File: src/rtl/lpcd_pkg.sv
// lpcd_pkg: shared types and codes for the pinned lru cache directory
// used by lpcd_cell and lru_pinned_cache_directory_top; no dependencies
`default_nettype none

package lpcd_pkg;

    // fixed field widths
    localparam int OPCODE_BITS = 2;
    localparam int STATUS_BITS = 3;
    localparam int CAP_BITS    = 5;

    localparam logic [CAP_BITS-1:0] CAP_RESET = 5'd16;

    // request opcodes
    localparam logic [OPCODE_BITS-1:0] OP_GET     = 2'd0;
    localparam logic [OPCODE_BITS-1:0] OP_RELEASE = 2'd1;
    localparam logic [OPCODE_BITS-1:0] OP_PUT     = 2'd2;

    // result status codes
    localparam logic [STATUS_BITS-1:0] ST_HIT       = 3'd0;
    localparam logic [STATUS_BITS-1:0] ST_MISS      = 3'd1;
    localparam logic [STATUS_BITS-1:0] ST_REFUSED   = 3'd2;
    localparam logic [STATUS_BITS-1:0] ST_ABSENT    = 3'd3;
    localparam logic [STATUS_BITS-1:0] ST_UNDERFLOW = 3'd4;

    // action applied to the selected cell during the update cycle
    typedef enum logic [2:0] {
        ACT_NONE      = 3'd0,
        ACT_INC       = 3'd1,
        ACT_DEC_MRU   = 3'd2,
        ACT_DIRTY_MRU = 3'd3,
        ACT_FILL      = 3'd4
    } action_t;

    // update command broadcast to every cell
    typedef struct packed {
        logic    en;
        action_t action;
        logic    do_dec;
        logic    fill_dirty;
    } upd_t;

    // control flags of the search token moving down the chain
    typedef struct packed {
        logic valid;
        logic found;
        logic free_have;
        logic vict_have;
        logic vict_dirty;
    } tok_t;

endpackage

`default_nettype wire

File: src/rtl/lru_pinned_cache_directory_top.sv
// lru_pinned_cache_directory_top: request control, decision and the row of cells
// depends on lpcd_pkg and lpcd_cell
`default_nettype none

// A request (opcode, key_tag) is taken when start is high and busy is low.
// The lookup runs as a token through the row of ENTRIES cells, one cell per
// cycle, gathering the hit, the first free slot, the occupancy and the least
// recent unpinned entry; as the token leaves the last cell, the update is
// applied to all cells at once. The result appears on the result ports with
// done high for exactly one cycle, and cannot be stalled. busy drops in the
// cycle that done is high; the cell chain length sets how long a request
// takes. The user must write capacity through cfg_valid/cfg_data (cfg_ready
// is always high) only while the block is idle; the block does not enforce it.

module lru_pinned_cache_directory_top #(
    parameter int ENTRIES    = 16,
    parameter int KEY_BITS   = 32,
    parameter int COUNT_BITS = 8
) (
    input  wire                                 clk,
    input  wire                                 rst_n,
    input  wire                                 start,
    output logic                                busy,
    input  wire  [lpcd_pkg::OPCODE_BITS-1:0]    opcode,
    input  wire  [KEY_BITS-1:0]                 key_tag,
    output logic                                done,
    output logic [lpcd_pkg::STATUS_BITS-1:0]    status,
    output logic [$clog2(ENTRIES)-1:0]          slot,
    output logic                                evicted_valid,
    output logic [KEY_BITS-1:0]                 evicted_key,
    output logic                                writeback_needed,
    input  wire                                 cfg_valid,
    output logic                                cfg_ready,
    input  wire  [lpcd_pkg::CAP_BITS-1:0]       cfg_data
);

    localparam int SLOT_BITS = $clog2(ENTRIES);
    localparam int OCC_BITS  = $clog2(ENTRIES + 1);
    localparam int CMP_BITS  = (OCC_BITS > lpcd_pkg::CAP_BITS) ? OCC_BITS : lpcd_pkg::CAP_BITS;

    typedef enum logic [2:0] {
        S_IDLE   = 3'b001,
        S_LAUNCH = 3'b010,
        S_SCAN   = 3'b100
    } state_t;

    state_t state_reg, state_next;

    logic [lpcd_pkg::CAP_BITS-1:0]    cap_reg;
    logic [lpcd_pkg::OPCODE_BITS-1:0] op_reg;
    logic [KEY_BITS-1:0]              key_reg;
    logic                             accept;

    logic                             done_reg;
    logic [lpcd_pkg::STATUS_BITS-1:0] status_reg, status_next;
    logic [SLOT_BITS-1:0]             slot_reg, slot_next;
    logic                             ev_valid_reg, ev_valid_next;
    logic [KEY_BITS-1:0]              ev_key_reg, ev_key_next;
    logic                             wb_reg, wb_next;

    // token chain, index 0 is the launch point, index ENTRIES the far end
    lpcd_pkg::tok_t        tok       [0:ENTRIES];
    logic [SLOT_BITS-1:0]  hit_idx   [0:ENTRIES];
    logic [SLOT_BITS-1:0]  hit_rank  [0:ENTRIES];
    logic [COUNT_BITS-1:0] hit_cnt   [0:ENTRIES];
    logic [OCC_BITS-1:0]   occ       [0:ENTRIES];
    logic [SLOT_BITS-1:0]  free_idx  [0:ENTRIES];
    logic [SLOT_BITS-1:0]  vict_rank [0:ENTRIES];
    logic [SLOT_BITS-1:0]  vict_idx  [0:ENTRIES];
    logic [KEY_BITS-1:0]   vict_key  [0:ENTRIES];

    lpcd_pkg::upd_t        upd;
    logic [SLOT_BITS-1:0]  upd_sel;
    logic [SLOT_BITS-1:0]  upd_ref_rank;
    logic [SLOT_BITS-1:0]  upd_set_rank;
    logic [COUNT_BITS-1:0] upd_fill_count;

    lpcd_pkg::tok_t        last_tok;
    logic [CMP_BITS-1:0]   cap_w;
    logic [CMP_BITS-1:0]   cap_eff;
    logic                  full;
    logic [SLOT_BITS-1:0]  occ_top;
    logic [SLOT_BITS-1:0]  occ_mru;

    // request handshake
    assign accept    = start && (state_reg == S_IDLE);
    assign busy      = (state_reg != S_IDLE);
    assign cfg_ready = 1'b1;

    // sequencer
    always_comb
    begin
        state_next = state_reg;
        unique case (state_reg)
            S_IDLE:
            begin
                if (start)
                begin
                    state_next = S_LAUNCH;
                end
            end
            S_LAUNCH:
            begin
                state_next = S_SCAN;
            end
            S_SCAN:
            begin
                if (last_tok.valid)
                begin
                    state_next = S_IDLE;
                end
            end
            default:
            begin
                state_next = S_IDLE;
            end
        endcase
    end

    // launch token
    always_comb
    begin
        tok[0]           = '0;
        tok[0].valid     = (state_reg == S_LAUNCH);
        hit_idx[0]       = '0;
        hit_rank[0]      = '0;
        hit_cnt[0]       = '0;
        occ[0]           = '0;
        free_idx[0]      = '0;
        vict_rank[0]     = '0;
        vict_idx[0]      = '0;
        vict_key[0]      = '0;
    end

    // row of cells
    for (genvar i = 0; i < ENTRIES; i++)
    begin : g_cell
        lpcd_cell #(
            .ENTRIES    (ENTRIES),
            .KEY_BITS   (KEY_BITS),
            .COUNT_BITS (COUNT_BITS),
            .SLOT       (i)
        ) u_cell (
            .clk            (clk),
            .rst_n          (rst_n),
            .lookup_key     (key_reg),
            .upd            (upd),
            .upd_sel        (upd_sel),
            .upd_ref_rank   (upd_ref_rank),
            .upd_set_rank   (upd_set_rank),
            .upd_fill_count (upd_fill_count),
            .tok_in         (tok[i]),
            .in_hit_idx     (hit_idx[i]),
            .in_hit_rank    (hit_rank[i]),
            .in_hit_cnt     (hit_cnt[i]),
            .in_occ         (occ[i]),
            .in_free_idx    (free_idx[i]),
            .in_vict_rank   (vict_rank[i]),
            .in_vict_idx    (vict_idx[i]),
            .in_vict_key    (vict_key[i]),
            .tok_out        (tok[i+1]),
            .out_hit_idx    (hit_idx[i+1]),
            .out_hit_rank   (hit_rank[i+1]),
            .out_hit_cnt    (hit_cnt[i+1]),
            .out_occ        (occ[i+1]),
            .out_free_idx   (free_idx[i+1]),
            .out_vict_rank  (vict_rank[i+1]),
            .out_vict_idx   (vict_idx[i+1]),
            .out_vict_key   (vict_key[i+1])
        );
    end

    assign last_tok = tok[ENTRIES];

    // effective capacity, clamped to one..ENTRIES
    always_comb
    begin
        cap_w = CMP_BITS'(cap_reg);
        priority if (cap_w == '0)
        begin
            cap_eff = CMP_BITS'(1);
        end
        else if (cap_w > CMP_BITS'(ENTRIES))
        begin
            cap_eff = CMP_BITS'(ENTRIES);
        end
        else
        begin
            cap_eff = cap_w;
        end
        full    = CMP_BITS'(occ[ENTRIES]) >= cap_eff;
        occ_top = occ[ENTRIES][SLOT_BITS-1:0];
        occ_mru = SLOT_BITS'(occ[ENTRIES] - OCC_BITS'(1));
    end

    // decision on the finished token
    always_comb
    begin
        status_next       = lpcd_pkg::ST_ABSENT;
        slot_next         = '0;
        ev_valid_next     = 1'b0;
        ev_key_next       = '0;
        wb_next           = 1'b0;
        upd.en            = last_tok.valid;
        upd.action        = lpcd_pkg::ACT_NONE;
        upd.do_dec        = 1'b0;
        upd.fill_dirty    = (op_reg == lpcd_pkg::OP_PUT);
        upd_sel           = '0;
        upd_ref_rank      = '0;
        upd_set_rank      = '0;
        upd_fill_count    = (op_reg == lpcd_pkg::OP_GET) ? COUNT_BITS'(1) : '0;
        unique case (op_reg)
            lpcd_pkg::OP_RELEASE:
            begin
                if (last_tok.found)
                begin
                    slot_next = hit_idx[ENTRIES];
                    if (hit_cnt[ENTRIES] == '0)
                    begin
                        status_next = lpcd_pkg::ST_UNDERFLOW;
                    end
                    else
                    begin
                        status_next  = lpcd_pkg::ST_HIT;
                        upd.action   = lpcd_pkg::ACT_DEC_MRU;
                        upd.do_dec   = 1'b1;
                        upd_sel      = hit_idx[ENTRIES];
                        upd_ref_rank = hit_rank[ENTRIES];
                        upd_set_rank = occ_mru;
                    end
                end
            end
            lpcd_pkg::OP_GET, lpcd_pkg::OP_PUT:
            begin
                if (last_tok.found)
                begin
                    status_next = lpcd_pkg::ST_HIT;
                    slot_next   = hit_idx[ENTRIES];
                    upd_sel     = hit_idx[ENTRIES];
                    if (op_reg == lpcd_pkg::OP_GET)
                    begin
                        upd.action = lpcd_pkg::ACT_INC;
                    end
                    else
                    begin
                        upd.action   = lpcd_pkg::ACT_DIRTY_MRU;
                        upd.do_dec   = 1'b1;
                        upd_ref_rank = hit_rank[ENTRIES];
                        upd_set_rank = occ_mru;
                    end
                end
                else if (full)
                begin
                    if (last_tok.vict_have)
                    begin
                        // evict the least recent unpinned entry and refill its slot
                        status_next   = lpcd_pkg::ST_MISS;
                        slot_next     = vict_idx[ENTRIES];
                        ev_valid_next = 1'b1;
                        ev_key_next   = vict_key[ENTRIES];
                        wb_next       = last_tok.vict_dirty;
                        upd.action    = lpcd_pkg::ACT_FILL;
                        upd.do_dec    = 1'b1;
                        upd_sel       = vict_idx[ENTRIES];
                        upd_ref_rank  = vict_rank[ENTRIES];
                        upd_set_rank  = occ_mru;
                    end
                    else
                    begin
                        status_next = lpcd_pkg::ST_REFUSED;
                    end
                end
                else
                begin
                    // room left: fill the first free slot
                    status_next  = lpcd_pkg::ST_MISS;
                    slot_next    = free_idx[ENTRIES];
                    upd.action   = lpcd_pkg::ACT_FILL;
                    upd_sel      = free_idx[ENTRIES];
                    upd_set_rank = occ_top;
                end
            end
            default:
            begin
            end
        endcase
    end

    // control registers
    always_ff @(posedge clk or negedge rst_n)
    begin
        if (!rst_n)
        begin
            state_reg <= S_IDLE;
            cap_reg   <= lpcd_pkg::CAP_RESET;
            done_reg  <= 1'b0;
        end
        else
        begin
            state_reg <= state_next;
            done_reg  <= last_tok.valid;
            if (cfg_valid && cfg_ready)
            begin
                cap_reg <= cfg_data;
            end
        end
    end

    // request and result payload
    always_ff @(posedge clk)
    begin
        if (accept)
        begin
            op_reg  <= opcode;
            key_reg <= key_tag;
        end
        if (last_tok.valid)
        begin
            status_reg   <= status_next;
            slot_reg     <= slot_next;
            ev_valid_reg <= ev_valid_next;
            ev_key_reg   <= ev_key_next;
            wb_reg       <= wb_next;
        end
    end

    assign done             = done_reg;
    assign status           = status_reg;
    assign slot             = slot_reg;
    assign evicted_valid    = ev_valid_reg;
    assign evicted_key      = ev_key_reg;
    assign writeback_needed = wb_reg;

`ifndef SYNTHESIS
    // an accepted item keeps the block busy in the next cycle
    a_accept_busy: assert property (@(posedge clk) disable iff (!rst_n)
        accept |=> busy)
        else $error("busy not raised after accept");

    // the token reaches the end of the row only while scanning
    a_token_in_scan: assert property (@(posedge clk) disable iff (!rst_n)
        last_tok.valid |-> (state_reg == S_SCAN))
        else $error("token at chain end outside scan");

    // a result comes out with the block already free
    a_done_idle: assert property (@(posedge clk) disable iff (!rst_n)
        done |-> !busy)
        else $error("done while busy");

    // only an insert can evict
    a_evict_miss: assert property (@(posedge clk) disable iff (!rst_n)
        (done && evicted_valid) |-> (status == lpcd_pkg::ST_MISS))
        else $error("eviction without insert");

    // write-back flag only goes with an eviction
    a_wb_evict: assert property (@(posedge clk) disable iff (!rst_n)
        (done && writeback_needed) |-> evicted_valid)
        else $error("write-back without eviction");
`endif

endmodule

`default_nettype wire

File: src/rtl/lpcd_cell.sv
// lpcd_cell: one directory entry plus one stage of the search chain
// depends on lpcd_pkg for the token and update command types
`default_nettype none

module lpcd_cell #(
    parameter int ENTRIES    = 16,
    parameter int KEY_BITS   = 32,
    parameter int COUNT_BITS = 8,
    parameter int SLOT       = 0
) (
    input  wire                           clk,
    input  wire                           rst_n,
    input  wire        [KEY_BITS-1:0]     lookup_key,
    input  lpcd_pkg::upd_t                upd,
    input  wire        [$clog2(ENTRIES)-1:0] upd_sel,
    input  wire        [$clog2(ENTRIES)-1:0] upd_ref_rank,
    input  wire        [$clog2(ENTRIES)-1:0] upd_set_rank,
    input  wire        [COUNT_BITS-1:0]   upd_fill_count,
    input  lpcd_pkg::tok_t                tok_in,
    input  wire        [$clog2(ENTRIES)-1:0] in_hit_idx,
    input  wire        [$clog2(ENTRIES)-1:0] in_hit_rank,
    input  wire        [COUNT_BITS-1:0]   in_hit_cnt,
    input  wire        [$clog2(ENTRIES+1)-1:0] in_occ,
    input  wire        [$clog2(ENTRIES)-1:0] in_free_idx,
    input  wire        [$clog2(ENTRIES)-1:0] in_vict_rank,
    input  wire        [$clog2(ENTRIES)-1:0] in_vict_idx,
    input  wire        [KEY_BITS-1:0]     in_vict_key,
    output lpcd_pkg::tok_t                tok_out,
    output logic       [$clog2(ENTRIES)-1:0] out_hit_idx,
    output logic       [$clog2(ENTRIES)-1:0] out_hit_rank,
    output logic       [COUNT_BITS-1:0]   out_hit_cnt,
    output logic       [$clog2(ENTRIES+1)-1:0] out_occ,
    output logic       [$clog2(ENTRIES)-1:0] out_free_idx,
    output logic       [$clog2(ENTRIES)-1:0] out_vict_rank,
    output logic       [$clog2(ENTRIES)-1:0] out_vict_idx,
    output logic       [KEY_BITS-1:0]     out_vict_key
);

    localparam int SLOT_BITS = $clog2(ENTRIES);
    localparam int OCC_BITS  = $clog2(ENTRIES + 1);
    localparam logic [SLOT_BITS-1:0] MY_SLOT = SLOT_BITS'(SLOT);

    // entry state
    logic                  valid_reg, valid_next;
    logic [KEY_BITS-1:0]   key_reg, key_next;
    logic [COUNT_BITS-1:0] cnt_reg, cnt_next;
    logic                  dirty_reg, dirty_next;
    logic [SLOT_BITS-1:0]  rank_reg, rank_next;

    // token stage registers
    lpcd_pkg::tok_t        tok_reg, tok_next;
    logic [SLOT_BITS-1:0]  hit_idx_reg, hit_idx_next;
    logic [SLOT_BITS-1:0]  hit_rank_reg, hit_rank_next;
    logic [COUNT_BITS-1:0] hit_cnt_reg, hit_cnt_next;
    logic [OCC_BITS-1:0]   occ_reg, occ_next;
    logic [SLOT_BITS-1:0]  free_idx_reg, free_idx_next;
    logic [SLOT_BITS-1:0]  vict_rank_reg, vict_rank_next;
    logic [SLOT_BITS-1:0]  vict_idx_reg, vict_idx_next;
    logic [KEY_BITS-1:0]   vict_key_reg, vict_key_next;

    logic own_match;
    logic own_cand;
    logic take_hit;
    logic take_free;
    logic take_vict;
    logic is_sel;
    logic dec_here;

    // local view of this entry against the passing token
    always_comb
    begin
        own_match = valid_reg && (key_reg == lookup_key);
        own_cand  = valid_reg && (cnt_reg == '0);
        take_hit  = own_match && !tok_in.found;
        take_free = !valid_reg && !tok_in.free_have;
        take_vict = own_cand && (!tok_in.vict_have || (rank_reg < in_vict_rank));
    end

    // merge this entry into the token
    always_comb
    begin
        tok_next.valid      = tok_in.valid;
        tok_next.found      = tok_in.found | own_match;
        tok_next.free_have  = tok_in.free_have | !valid_reg;
        tok_next.vict_have  = tok_in.vict_have | own_cand;
        tok_next.vict_dirty = take_vict ? dirty_reg : tok_in.vict_dirty;
        hit_idx_next   = take_hit  ? MY_SLOT  : in_hit_idx;
        hit_rank_next  = take_hit  ? rank_reg : in_hit_rank;
        hit_cnt_next   = take_hit  ? cnt_reg  : in_hit_cnt;
        occ_next       = in_occ + OCC_BITS'(valid_reg);
        free_idx_next  = take_free ? MY_SLOT  : in_free_idx;
        vict_rank_next = take_vict ? rank_reg : in_vict_rank;
        vict_idx_next  = take_vict ? MY_SLOT  : in_vict_idx;
        vict_key_next  = take_vict ? key_reg  : in_vict_key;
    end

    // entry update from the broadcast command
    always_comb
    begin
        is_sel   = upd.en && (upd_sel == MY_SLOT);
        dec_here = upd.en && upd.do_dec && valid_reg && (upd_sel != MY_SLOT) &&
                   (rank_reg > upd_ref_rank);
        valid_next = valid_reg;
        key_next   = key_reg;
        cnt_next   = cnt_reg;
        dirty_next = dirty_reg;
        rank_next  = dec_here ? (rank_reg - SLOT_BITS'(1)) : rank_reg;
        if (is_sel)
        begin
            unique case (upd.action)
                lpcd_pkg::ACT_NONE:
                begin
                end
                lpcd_pkg::ACT_INC:
                begin
                    if (cnt_reg != '1)
                    begin
                        cnt_next = cnt_reg + COUNT_BITS'(1);
                    end
                end
                lpcd_pkg::ACT_DEC_MRU:
                begin
                    cnt_next  = cnt_reg - COUNT_BITS'(1);
                    rank_next = upd_set_rank;
                end
                lpcd_pkg::ACT_DIRTY_MRU:
                begin
                    dirty_next = 1'b1;
                    rank_next  = upd_set_rank;
                end
                lpcd_pkg::ACT_FILL:
                begin
                    valid_next = 1'b1;
                    key_next   = lookup_key;
                    cnt_next   = upd_fill_count;
                    dirty_next = upd.fill_dirty;
                    rank_next  = upd_set_rank;
                end
                default:
                begin
                end
            endcase
        end
    end

    // entry control state
    always_ff @(posedge clk or negedge rst_n)
    begin
        if (!rst_n)
        begin
            valid_reg <= 1'b0;
            cnt_reg   <= '0;
            dirty_reg <= 1'b0;
            rank_reg  <= '0;
            tok_reg   <= '0;
        end
        else
        begin
            valid_reg <= valid_next;
            cnt_reg   <= cnt_next;
            dirty_reg <= dirty_next;
            rank_reg  <= rank_next;
            tok_reg   <= tok_next;
        end
    end

    // key and token payload
    always_ff @(posedge clk)
    begin
        key_reg       <= key_next;
        hit_idx_reg   <= hit_idx_next;
        hit_rank_reg  <= hit_rank_next;
        hit_cnt_reg   <= hit_cnt_next;
        occ_reg       <= occ_next;
        free_idx_reg  <= free_idx_next;
        vict_rank_reg <= vict_rank_next;
        vict_idx_reg  <= vict_idx_next;
        vict_key_reg  <= vict_key_next;
    end

    assign tok_out       = tok_reg;
    assign out_hit_idx   = hit_idx_reg;
    assign out_hit_rank  = hit_rank_reg;
    assign out_hit_cnt   = hit_cnt_reg;
    assign out_occ       = occ_reg;
    assign out_free_idx  = free_idx_reg;
    assign out_vict_rank = vict_rank_reg;
    assign out_vict_idx  = vict_idx_reg;
    assign out_vict_key  = vict_key_reg;

endmodule

`default_nettype wire

File: config.mk
export PLATFORM = sky130hd
export DESIGN_NAME = lru_pinned_cache_directory_top
export DESIGN_NICKNAME = d
export VERILOG_FILES = /design/src/rtl/lpcd_pkg.sv /design/src/rtl/lru_pinned_cache_directory_top.sv /design/src/rtl/lpcd_cell.sv
export SDC_FILE = /design/constraint.sdc
export NUM_CORES = 2
export LEC_CHECK = 0
export BUFFER_PORTS_ARGS = -buffer_cell sky130_fd_sc_hd__clkbuf_2
export CAP_MARGIN = 20
export CORE_MARGIN = 2
export CORE_UTILIZATION = 52
export CTS_BUF_LIST = sky130_fd_sc_hd__clkbuf_8 sky130_fd_sc_hd__clkbuf_16
export CTS_CLUSTER_SIZE = 20
export DETAILED_ROUTE_END_ITERATION = 10
export PLACE_DENSITY = 0.68
export SYNTH_ARGS = -nofsm -noshare
export SYNTH_HDL_FRONTEND = slang
export SYNTH_SLANG_ARGS = --single-unit
File: constraint.sdc
create_clock -name clk -period 6.55 [get_ports clk]
set_input_delay 1.31 -clock clk [delete_from_list [all_inputs] [get_ports clk]]
set_output_delay 1.31 -clock clk [all_outputs]
set_load 0.02 [all_outputs]
== Word-level counts from Yosys, hierarchy flattened ==
Index checks and enable logic that the tools add are counted.
Widths: inputs -> output; s select.

* Register bits after elaboration: 1923
* Output and inout port bits: 44
* Input port bits: 43
* Logic and storage cells: 1027

* Reduce and logical (&&, ||, !) cells: 295
* Bitwise operators: 47
* Add/subtract/negate cells: 64
* Multiplexer cells: 204
* Magnitude comparators: 33
* Equal/unequal tests: 90

{| class="wikitable"
|+ Operator list
! cell !! count
|-
| $eq 32x32->1 || 16
|-
| $mux 32 || 15
|-
| $mux 4 || 98
|-
| $pmux 8 s3 || 16
|-
| $mux 8 || 31
|-
| $logic_and 1x1->1 || 143
|-
| $logic_not 8->1 || 17
|-
| $add 8x1->8 const B || 16
|-
| $ne 8x8->1 const B || 16
|-
| $sub 8x1->8 const B || 16
|-
| $add 5x1->5 || 14
|-
| $sub 4x1->4 const B || 17
|-
| $reduce_and 2->1 || 33
|-
| $gt 4x4->1 || 16
|-
| $logic_not 1->1 || 61
|-
| $lt 4x4->1 || 15
|-
| $reduce_and 3->1 || 16
|-
| $or 1x1->1 || 44
|-
| $pmux 4 s2 || 5
|-
| $ne 2x1->1 const B || 17
|-
| $eq 4x4->1 const B || 8
|-
| $ne 4x4->1 const B || 8
|-
| $mux 3 || 9
|-
| $mux 1 || 23
|-
| 32 further kinds || 63
|}

== Logic depth before layout (Yosys ltp) ==
* Word-level depth: 14
* Depth in mapped cells: 19
* Mapped depth without buffers: 17

== By module ==
A second synthesis with hierarchy kept.

* Cell total of the unflattened synthesis: 6435
* Area total of the unflattened synthesis: 80410.9 um2

{| class="wikitable"
|+ Modules (own cells, without submodules)
! module !! cells an instance !! area an instance (um2) !! seq. area each (um2) !! instances
|-
| lpcd_cell (g_cell[3].u_cell ...) || 384 || 4774.6 || 2737.6 || 3
|-
| lpcd_cell (g_cell[11].u_cell ...) || 377 || 4774.6 || 2737.6 || 2
|-
| lpcd_cell (g_cell[1].u_cell) || 396 || 4883.4 || 2737.6 || 1
|-
| lpcd_cell (g_cell[0].u_cell) || 393 || 4878.4 || 2737.6 || 1
|-
| lpcd_cell (g_cell[7].u_cell) || 397 || 4834.6 || 2737.6 || 1
|-
| lpcd_cell (g_cell[12].u_cell) || 392 || 4823.4 || 2737.6 || 1
|-
| lpcd_cell (g_cell[8].u_cell) || 393 || 4823.4 || 2737.6 || 1
|-
| lpcd_cell (g_cell[13].u_cell) || 389 || 4807.1 || 2737.6 || 1
|-
| lpcd_cell (g_cell[15].u_cell) || 388 || 4805.9 || 2737.6 || 1
|-
| lpcd_cell (g_cell[10].u_cell) || 388 || 4799.6 || 2737.6 || 1
|-
| lpcd_cell (g_cell[4].u_cell) || 381 || 4779.6 || 2737.6 || 1
|-
| lpcd_cell (g_cell[2].u_cell) || 379 || 4778.3 || 2737.6 || 1
|-
| lpcd_cell (g_cell[9].u_cell) || 382 || 4769.6 || 2737.6 || 1
|-
| lru_pinned_cache_directory_top || 251 || 3554.7 || 2479.9 || 1
|}

== Worst setup path after synthesis ==
Ideal clock, no wire load.

* Path type: flip-flop to flip-flop
* Start point: register cap_reg[4] (netlist bit)
* End point: register g_cell[13].u_cell.dirty_reg
* Setup time: 266 ps
* Cell stages (with the launch flop): 12
* Period minus slack after synthesis: 5279 ps
* Buffers on the path: 3
* Required time: 6284 ps
* Setup slack: 1271 ps
* Arrival time: 5013 ps
* Cells stage by stage: dfstp_2 inv_1 ha_1 and2_1 clkbuf_1 a211oi_2 a222oi_1 or2_1 clkbuf_1 clkbuf_1 nor3_1 o32ai_1

* Longest elaborated chain between the ends: 10
* Elaborated cells on any way between the ends: 18
* Classes of those cells: order compare (2); eq/ne (3); mux (9); reduce/logical (4)

{| class="wikitable"
|+ Ends and longest elaborated chain
! item !! line !! RTL
|-
| start, declared || lru_pinned_cache_directory_top.sv:49 || <nowiki>logic [lpcd_pkg::CAP_BITS-1:0] cap_reg;</nowiki>
|-
| start signal, assigned || lru_pinned_cache_directory_top.sv:295 || <nowiki>cap_reg <= lpcd_pkg::CAP_RESET;</nowiki>
|-
| start signal, assigned || lru_pinned_cache_directory_top.sv:304 || <nowiki>cap_reg <= cfg_data;</nowiki>
|-
| $gt 5x5->1 || lru_pinned_cache_directory_top.sv:183 || <nowiki>else if (cap_w > CMP_BITS'(ENTRIES))</nowiki>
|-
| $mux 5 || lru_pinned_cache_directory_top.sv:183 ||
|-
| $mux 5 * || lru_pinned_cache_directory_top.sv:179 || <nowiki>priority if (cap_w == '0)</nowiki>
|-
| $ge 5x5->1 * || lru_pinned_cache_directory_top.sv:191 || <nowiki>full = CMP_BITS'(occ[ENTRIES]) >= cap_eff;</nowiki>
|-
| $mux 3 or $mux 4 (tied branches) || lru_pinned_cache_directory_top.sv:252 || <nowiki>else if (full)</nowiki>
|-
| $mux 4 || lru_pinned_cache_directory_top.sv:235 || <nowiki>if (last_tok.found)</nowiki>
|-
| $pmux 4 s2 || lru_pinned_cache_directory_top.sv:212 || <nowiki>unique case (op_reg)</nowiki>
|-
| $eq 3x2->1, or another cell as far along || lpcd_cell.sv:110 || <nowiki>unique case (upd.action)</nowiki>
|-
| $reduce_bool 2->1 (no source line) or $logic_and 1x1->1 (tied branches) || n/a ||
|-
| $reduce_and 2->1 (no source line) || n/a ||
|-
| end signal, assigned || lpcd_cell.sv:161 || <nowiki>dirty_reg <= dirty_next;</nowiki>
|-
| end, declared || lpcd_cell.sv:47 || <nowiki>logic dirty_reg, dirty_next;</nowiki>
|}

Mark *: on every way between the ends. The rest lies on a longest branch, timed or not.
A chain may end at the register's enable or synchronous reset.

== Worst setup path in the final report ==
* Start point: register cap_reg[2] (netlist bit)
* End point: register g_cell[8].u_cell.cnt_reg[7]

* Longest elaborated chain between the ends: 10
* Elaborated cells on any way between the ends: 20
* Classes of those cells: order compare (2); eq/ne (5); mux (9); reduce/logical (4)

{| class="wikitable"
|+ Ends and longest elaborated chain
! item !! line !! RTL
|-
| $gt 5x5->1 || lru_pinned_cache_directory_top.sv:183 ||
|-
| $mux 5 || lru_pinned_cache_directory_top.sv:183 ||
|-
| $mux 5 * || lru_pinned_cache_directory_top.sv:179 ||
|-
| $ge 5x5->1 * || lru_pinned_cache_directory_top.sv:191 ||
|-
| $mux 3 or $mux 4 (tied branches) || lru_pinned_cache_directory_top.sv:252 ||
|-
| $mux 4 || lru_pinned_cache_directory_top.sv:235 ||
|-
| $pmux 4 s2 || lru_pinned_cache_directory_top.sv:212 ||
|-
| $eq 3x1->1, or another cell as far along || lpcd_cell.sv:110 ||
|-
| $ne 2x1->1 (no source line), or another cell as far along || n/a ||
|-
| $reduce_and 3->1 (no source line) || n/a ||
|-
| end signal, assigned || lpcd_cell.sv:160 || <nowiki>cnt_reg <= cnt_next;</nowiki>
|-
| end, declared || lpcd_cell.sv:46 || <nowiki>logic [COUNT_BITS-1:0] cnt_reg, cnt_next;</nowiki>
|}

Marked as above.

==> results.py <==
metrics = {
    "setup_path": {
        "crit_type": "reg -> reg",
        "reg2reg_from": "cap_reg[2]",
        "arrival_ns": 5.27,
        "cp.required_ns": 7.26,
        "critPathMaxFanout": 17,
        "reg2regPathDepth": 13,
        "start_kind": "flop",
        "regToRegSetupSlack_ns": 1.99,
        "end_kind": "flop",
        "reg2reg_to": "g_cell[8].u_cell.cnt_reg[7]",
    },
    "clock_tree": {
        "clock_latency_ns": 0.82,
        "clk_pin_slew_ns": 0.06,
        "cts_buffers": 182,
        "cts_tree": "built",
        "cts_num_sinks": 1884,
        "cts_resized": 0,
        "cts-htree-levels": 4,
        "root_buffer": "clkbuf_16",
        "cts_setup_buffers": 0,
        "cts.path.max_buffers": 3,
        "cts_hold_buf": 0,
    },
    "logic_synthesis": {
        "synth_ff_type": "dfxtp_1",
        "seq_area_frac_synth_pct": 60.3,
        "ys_ff_latch": 1884,
        "netlist_area_um2": 74900,
        "synthDistinctLibCells": 85,
        "synth_edf_count": 587,
        "yosysWarnings": 0,
        "synth_area_per_cell_um2": 13.1,
        "synth_cells": 5718,
        "async_flop_share_pct": 16.6,
        "synth_nets": 6033,
    },
    "drt": {
        "via_per_inst": 5.59,
        "drc": 0,
        "wl_per_cell_um": 23.7,
        "antenna_left": 0,
        "wl_mm": 188,
        "vias": 44400,
        "drtIter0Drc": 3451,
        "drt_first_pass_iters": 7,
    },
    "cells_and_area": {
        "layout_common_cells": "dfxtp_1 (985), mux2_2 (706), edfxtp_1 (587), xnor2_1 (445), dfrtp_1 (309)",
        "final_area_um2": 84300,
        "drive_gt1_share_pct": 22.2,
        "fin_util_pct": 58.9,
        "mostFrequentLayoutCell": "dfxtp_1",
        "nets": 6201,
        "syn_to_final_growth_pct": 12.6,
    },
    "grt": {
        "grt_pass1_wl_mm": 283,
        "grt_overflow_total": 0,
        "grt_pass1_vias": 45300,
        "grt.total_usage_pct": 25.5,
        "antenna_found_initial": 2,
        "grt_start_max_net_pins": 115,
    },
    "worst_hold_path": {
        "hold_class": "reg -> reg",
        "hold_path_depth": 0,
        "hold_path_end": "g_cell[13].u_cell.tok_out[4]",
        "worstHoldStart": "g_cell[12].u_cell.tok_out[4]",
    },
    "placed_design": {
        "gp_congestion": 0.867,
        "dp_hpwl_mm": 130,
        "place_area_um2": 78000,
        "io_buffers": 85,
        "place_ws_ns": 2.01,
    },
    "timing": {
        "tightest_slew_ns": 1.10,
        "hold_viol": 0,
        "rsz0062_at_grt": "false",
        "setup_ws_ns": 1.99,
        "final.period_utilization_pct": 69.7,
        "fmax_mhz": 219,
        "skew_ns": 0.0631,
        "fin_crit_ns": 4.56,
        "slew_headroom_pct": 25.7,
        "fin_tns_setup_ns": 0,
        "drv_slew": 0,
        "setup_viol": 0,
    },
    "job": {
        "maxCapViolCount": 0,
    },
    "floorplan": {
        "floorplan.initialDensity_pct": 52.2,
        "fp.dieW_um": 383,
        "core-area_um2": 143000,
        "dieHeight_um": 383,
        "io_pins": 87,
        "rows": 139,
        "dieArea_um2": 147000,
    },
    "status": {
        "status": "completed",
    },
    "power": {
        "p_leak_nw": 34.8,
        "power.density_nw_per_um2": 346,
        "irDropWorstVdd_uv": 312,
    },
}
cells in the mapped netlist (all sizes together), types with 89 or more instances:
library cell	instances	area share [%]
dfxtp	985	26
mux2	720	11
edfxtp	587	24
xnor2	445	5.2
dfrtp	310	10
ha	256	4.3
nand2	219	1.1
xor2	212	2.5
clkbuf	169	0.85
nor2	164	0.82
nand4	161	1.3
inv	141	0.71
o21ai	133	0.90
and2	101	0.84
a21o	89	0.89
per-layer routing:
metal / track usage [%] / vias to the layer above / part of all wire (%)
li1: - / 20700 / -
met2: 41.5 / 1110 / 47
met3: 3.51 / 290 / 4.9
met5: 0 / - / 0
met1: 35.4 / 22300 / 45
met4: 8.17 / 0 / 2.9
where the power goes:
group / internal, mW / switching [mW] / leakage (nW)
registers: 13.9 / 0.791 / 17.6
clock network: 6.05 / 4.59 / 3.27
logic: 1.67 / 2.22 / 13.9
metrics by stage:
| stage | instances | hold slack (ns) | total power, mW |
|---|---|---|---|
| after CTS | 7947 | 0.347 | 29.4 |
| after global routing | 7949 | 0.359 | 30.2 |
| after detailed placement | 7603 | 0.336 | 18.8 |
| after floorplan | 5718 | 0.331 | 16.9 |
| after global placement | 7603 | 0.333 | 18.8 |
| final | 7950 | 0.346 | 29.2 |
critical path: stages (launching register included):
cell      delay [ns]
dfrtp_1         0.40
nor3_1          0.22
nor2_1          0.06
nor2_1          0.11
ha_1            0.24
nor2b_1         0.15
o21a_1          0.31
o21ai_4         0.18
a221oi_2        0.63
nand3_1         0.39
buf_4           0.33
or4_1           0.81
or4_1           0.56
o21ai_1         0.09
how the worst max path moves through the flow:
stage,start,end,slack [ns],depth (start not counted)
2_1_floorplan,cap_reg[4],g_cell[13].u_cell.dirty_reg,1.27,11
3_3_place_gp,cap_reg[2],g_cell[8].u_cell.cnt_reg[7],2.04,13
3_5_place_dp,cap_reg[2],g_cell[8].u_cell.cnt_reg[7],2.01,13
4_1_cts,cap_reg[2],g_cell[8].u_cell.cnt_reg[7],2.00,13
5_1_grt,cap_reg[2],g_cell[8].u_cell.cnt_reg[7],1.64,13
6_report,cap_reg[2],g_cell[8].u_cell.cnt_reg[7],1.99,13
kinds of logic (layout without fill, tap and decap cells):
| family | after synthesis | count (layout) | synth area share, % |
|---|---|---|---|
| adder cells (fa/ha/maj) | 272 | 272 | 4.71 |
| multiplexers | 770 | 770 | 11.5 |
| AND/OR/NAND/NOR | 1171 | 1171 | 8.42 |
| AO/OA/AOI/OAI | 588 | 588 | 5.43 |
| XOR/XNOR | 657 | 657 | 7.68 |
| flip-flops | 1884 | 1884 | 60.3 |
| buffers and inverters | 375 | 703 | 1.95 |
| other | 1 | 2 | 0.00501 |
final cells by class:
type | instances | area (um2)
Antenna cell | 1 | 2.50
Clock buffer | 227 | 5220
Clock inverter | 117 | 1060
Fill cell | 11300 | 59000
Inverter | 141 | 532
Multi-Input combinational cell | 3459 | 28400
Sequential cell | 1884 | 45200
Tap cell | 1903 | 2380
Timing Repair Buffer | 218 | 1600
No activity file was read; power rests on OpenSTA's default activity.
